[config.mk]
export PLATFORM = sky130hd
export DESIGN_NAME = ftdc_ctrl
export DESIGN_NICKNAME = d
export VERILOG_FILES = /design/src/sv/ftdc_pkg.sv /design/src/sv/ftdc_ctrl.sv
export SDC_FILE = /design/constraint.sdc
export NUM_CORES = 1
export LEC_CHECK = 0
export BUFFER_PORTS_ARGS = -buffer_cell sky130_fd_sc_hd__buf_4
export CORE_AREA = 2 2 39 41
export DETAILED_ROUTE_END_ITERATION = 16
export DIE_AREA = 0 0 41 43
export SKIP_LAST_GASP = 1
export SLEW_MARGIN = 20
export SYNTH_ARGS = -nofsm -noshare
export SYNTH_HDL_FRONTEND = slang
export SYNTH_SLANG_ARGS = --single-unit
[constraint.sdc]
create_clock -name clock -period 1.3 [get_ports clock]
set_clock_uncertainty 0.05 [all_clocks]
set_input_delay 0.26 -clock clock [delete_from_list [all_inputs] [get_ports clock]]
set_output_delay 0.26 -clock clock [all_outputs]
set_load 0.02 [all_outputs]
[src/sv/ftdc_pkg.sv]
// ----------------------------------------------------------------------------
// ftdc_pkg: shared types and codes for the FIR time-domain convolver
// Request action codes, register indexes, controller states and the
// command and status bundles between the controller and the datapath.
// ----------------------------------------------------------------------------
package ftdc_pkg;

   localparam int SAMPLE_W = 16;
   localparam int INDEX_W  = 16;
   localparam int LEN_W    = 12;
   localparam int CSR_W    = 32;
   localparam int CSR_AW   = 3;

   // request actions
   localparam logic [1:0] ACT_SAMPLE  = 2'd0;
   localparam logic [1:0] ACT_LOAD    = 2'd1;
   localparam logic [1:0] ACT_RESTART = 2'd2;

   // register indexes
   localparam logic REG_TAP_OFFSET = 1'b0;
   localparam logic REG_MAX_LENGTH = 1'b1;

   typedef enum logic [3:0] {
      ST_IDLE  = 4'b0001,
      ST_RUN   = 4'b0010,
      ST_FLUSH = 4'b0100,
      ST_HOLD  = 4'b1000
   } ftdc_state_type;

   typedef struct packed {
      logic start_sample;
      logic take_other;
      logic issue;
      logic finish;
      logic push_out;
   } ftdc_cmd_type;

   typedef struct packed {
      logic mac_done;
      logic pipe_empty;
      logic out_free;
   } ftdc_stat_type;

endpackage

[src/sv/ftdc_ctrl.sv]
// ----------------------------------------------------------------------------
// ftdc_ctrl: request sequencer for the convolver
// Accepts a request; for a sample, steps the multiply-accumulate loop and
// drains the pipeline; then hands the result to the output register.
// ----------------------------------------------------------------------------
module ftdc_ctrl import ftdc_pkg::*; (
   input  logic          clock,
   input  logic          reset,
   input  logic          req_valid,
   input  logic [1:0]    req_action,
   output logic          req_stall,
   input  ftdc_stat_type stat,
   output ftdc_cmd_type  cmd
);

   ftdc_state_type state_ff, state_in;

   always_comb begin
      state_in = state_ff;
      cmd      = '0;
      unique case (state_ff)
         ST_IDLE: begin
            if (req_valid) begin
               if (req_action == ACT_SAMPLE) begin
                  cmd.start_sample = 1'b1;
                  state_in         = ST_RUN;
               end else begin
                  cmd.take_other = 1'b1;
                  state_in       = ST_HOLD;
               end
            end
         end
         ST_RUN: begin
            if (stat.mac_done) begin
               state_in = ST_FLUSH;
            end else begin
               cmd.issue = 1'b1;
            end
         end
         ST_FLUSH: begin
            if (stat.pipe_empty) begin
               cmd.finish = 1'b1;
               state_in   = ST_HOLD;
            end
         end
         ST_HOLD: begin
            if (stat.out_free) begin
               cmd.push_out = 1'b1;
               state_in     = ST_IDLE;
            end
         end
         default: begin
            state_in = ST_IDLE;
         end
      endcase
   end

   always_ff @(posedge clock) begin
      if (reset) begin
         state_ff <= ST_IDLE;
      end else begin
         state_ff <= state_in;
      end
   end

   assign req_stall = (state_ff != ST_IDLE);

endmodule

==> out/results.ini <==
[logic_synthesis]
synth_xor_xnor_area_share_pct=2.37
yosys-mux-area-fraction_pct=2.71
mappedNetlistNets=51
synthAdderAreaFrac_pct=0
yosys.area_share.simple_pct=41.4
syn-cell-area_um2=369
yosysWarnings=0
async_flop_share_pct=0
synth_ff_type=dfxtp_1
synth-edff-count=0
synthCells=43
syn_avg_cell_area_um2=8.58
ys_types=26
ys_seq_area_share_pct=21.7
synth-compound-area-share_pct=16.6
ys_seq_elements=4
synth_top_family_by_area=simple AND/OR/NAND/NOR gates

[detailed_routing]
routed_wl_um=1040
drt.antenna.violating_nets=0
num_vias=427
post-route-drc-count=0
drt-initial-drc-count=1
vias_per_cell=4.91
wire_per_inst_um=12.0
dr.pass1.iters=2

[die]
ios=14
rows=14
dieArea_mm2=0.00176
initial_core_util_pct=26.7
die_width_um=41
die_h_um=43
coreArea_mm2=0.00138

[timing]
holdWs_ns=0.171
tightestPinTransition_ns=0.256
slew_viol_final=0
setup_ws_ns=-0.284
fmax_mhz=631
setup_tns_ns=-1.63
finalSetupViolCount=10
rsz0062_at_grt=true
fin_crit_sh_pct=122
relSlewSlack_pct=82.8
hold_viol=0
min_period_ns=1.58

[cts]
clock_sink_count=4
clockRootBuffer=clkbuf_4
cts_tree=done
cts_buffers=3
clock_path_buffers=2
htree_levels=1
clk_pin_slew_ns=0.03
postCtsHoldBufs=0
clk_latency_ns=0.23

[finish]
final_common_cell=buf_4
post-route-util_pct=48.8
top_regs=state_ff (4)
finalInstanceArea_um2=676
layout_common_cells=buf_4, buf_6, nor2_1
fin_nets=81
drive_gt1_share_pct=67.6
top_register=state_ff
largest_register_ffs=4
area_growth_pct=83.1
antenna_cells=0

[place]
gp_congestion=0.741
place_area_um2=512
dp_hpwl_um=691
io_buffers=13
post-place-ws_ns=-0.116

[power]
p_leak_uw=0.000297
vdd_drop_max_uv=789
p_per_area_mw_per_mm2=1240

[worst_setup_path]
crit_slowest_cell=or4b_4
worst-path-buf-inv=1
worstPathCellList=or4b_4 -> buf_6
crit_arrival_ns=1.27
cp-end-kind=output pin
cp_top_family=simple AND/OR/NAND/NOR gates
crit_path_max_incr_delay_ns=0.54
critPathKind=register to output pin
cp_max_fo=4
critical_path_required_ns=0.99
crit_path_start_kind=register

[global_routing]
grt_pass1_vias=387
grt_use_total_pct=12.6
overflow=0
grt_max_degree=12
antenna_found_initial=0
grt_pass1_wl_um=1530

[status]
status=finished, violations left
violations=setup timing

[flow_run]
drv_cap=0

[hold_path]
hp-class=input pin to register

through the flow:
step                      power (uW)  cells
after floorplan                  430     43
after global placement           515     76
after CTS                        743     82
after global routing             901     87
after detailed placement         519     76
final                            836     87
per-layer routing:
metal | GRT usage (%) | routed length [um] | part of all wire (%) | vias up
li1 | - | - | - | 217
met5 | 0 | 0 | 0 | -
met3 | 6.28 | 58 | 5.6 | 0
met2 | 20.3 | 537 | 52 | 15
met4 | 0 | 0 | 0 | 0
met1 | 15.7 | 446 | 43 | 195
repair_timing:
item	in CTS	in global routing
pin swaps	2	8
setup buffers	3	5
setup endpoints to repair	9	10
resized for setup	11	14
logic make-up (layout without fill, tap and decap cells):
logic type      Yosys count  after routing
compound gates            9              9
simple gates             22             22
xor+xnor                  1              1
flops                     4              4
buf+inv                   6             34
mux                       1              1
cells in the mapped netlist (2+ instances only):
master	count	area [um^2]
nor3b_1	5	37.5
nor2_1	6	22.5
o21ai_0	2	10.0
dfxtp_1	4	80.1
o211ai_1	2	15.0
nor3_1	3	15.0
inv_1	2	7.51
worst paths after layout:
check	depth (start not counted)	slack (ns)	startpoint	end
worst max-delay path	2	-0.28	state_ff[2]	req_stall
worst min-delay path	2	0.17	reset	state_ff[2]
worst max register to register	5	-0.14	state_ff[2]	state_ff[1]
worst min register to register	3	0.59	state_ff[1]	state_ff[3]
where the power goes:
group / internal [uW] / switching [uW]
Clock: 103 / 42.5
Combinational: 283 / 238
Sequential: 148 / 22.1
final cells by class:
type	instances	area, um^2
Timing Repair Buffer	29	246
Sequential cell	4	90.1
Fill cell	136	708
Inverter	2	7.51
Multi-Input combinational cell	33	289
Clock buffer	3	22.5
Tap cell	16	20.0
(Power assumes the default switching activity.)
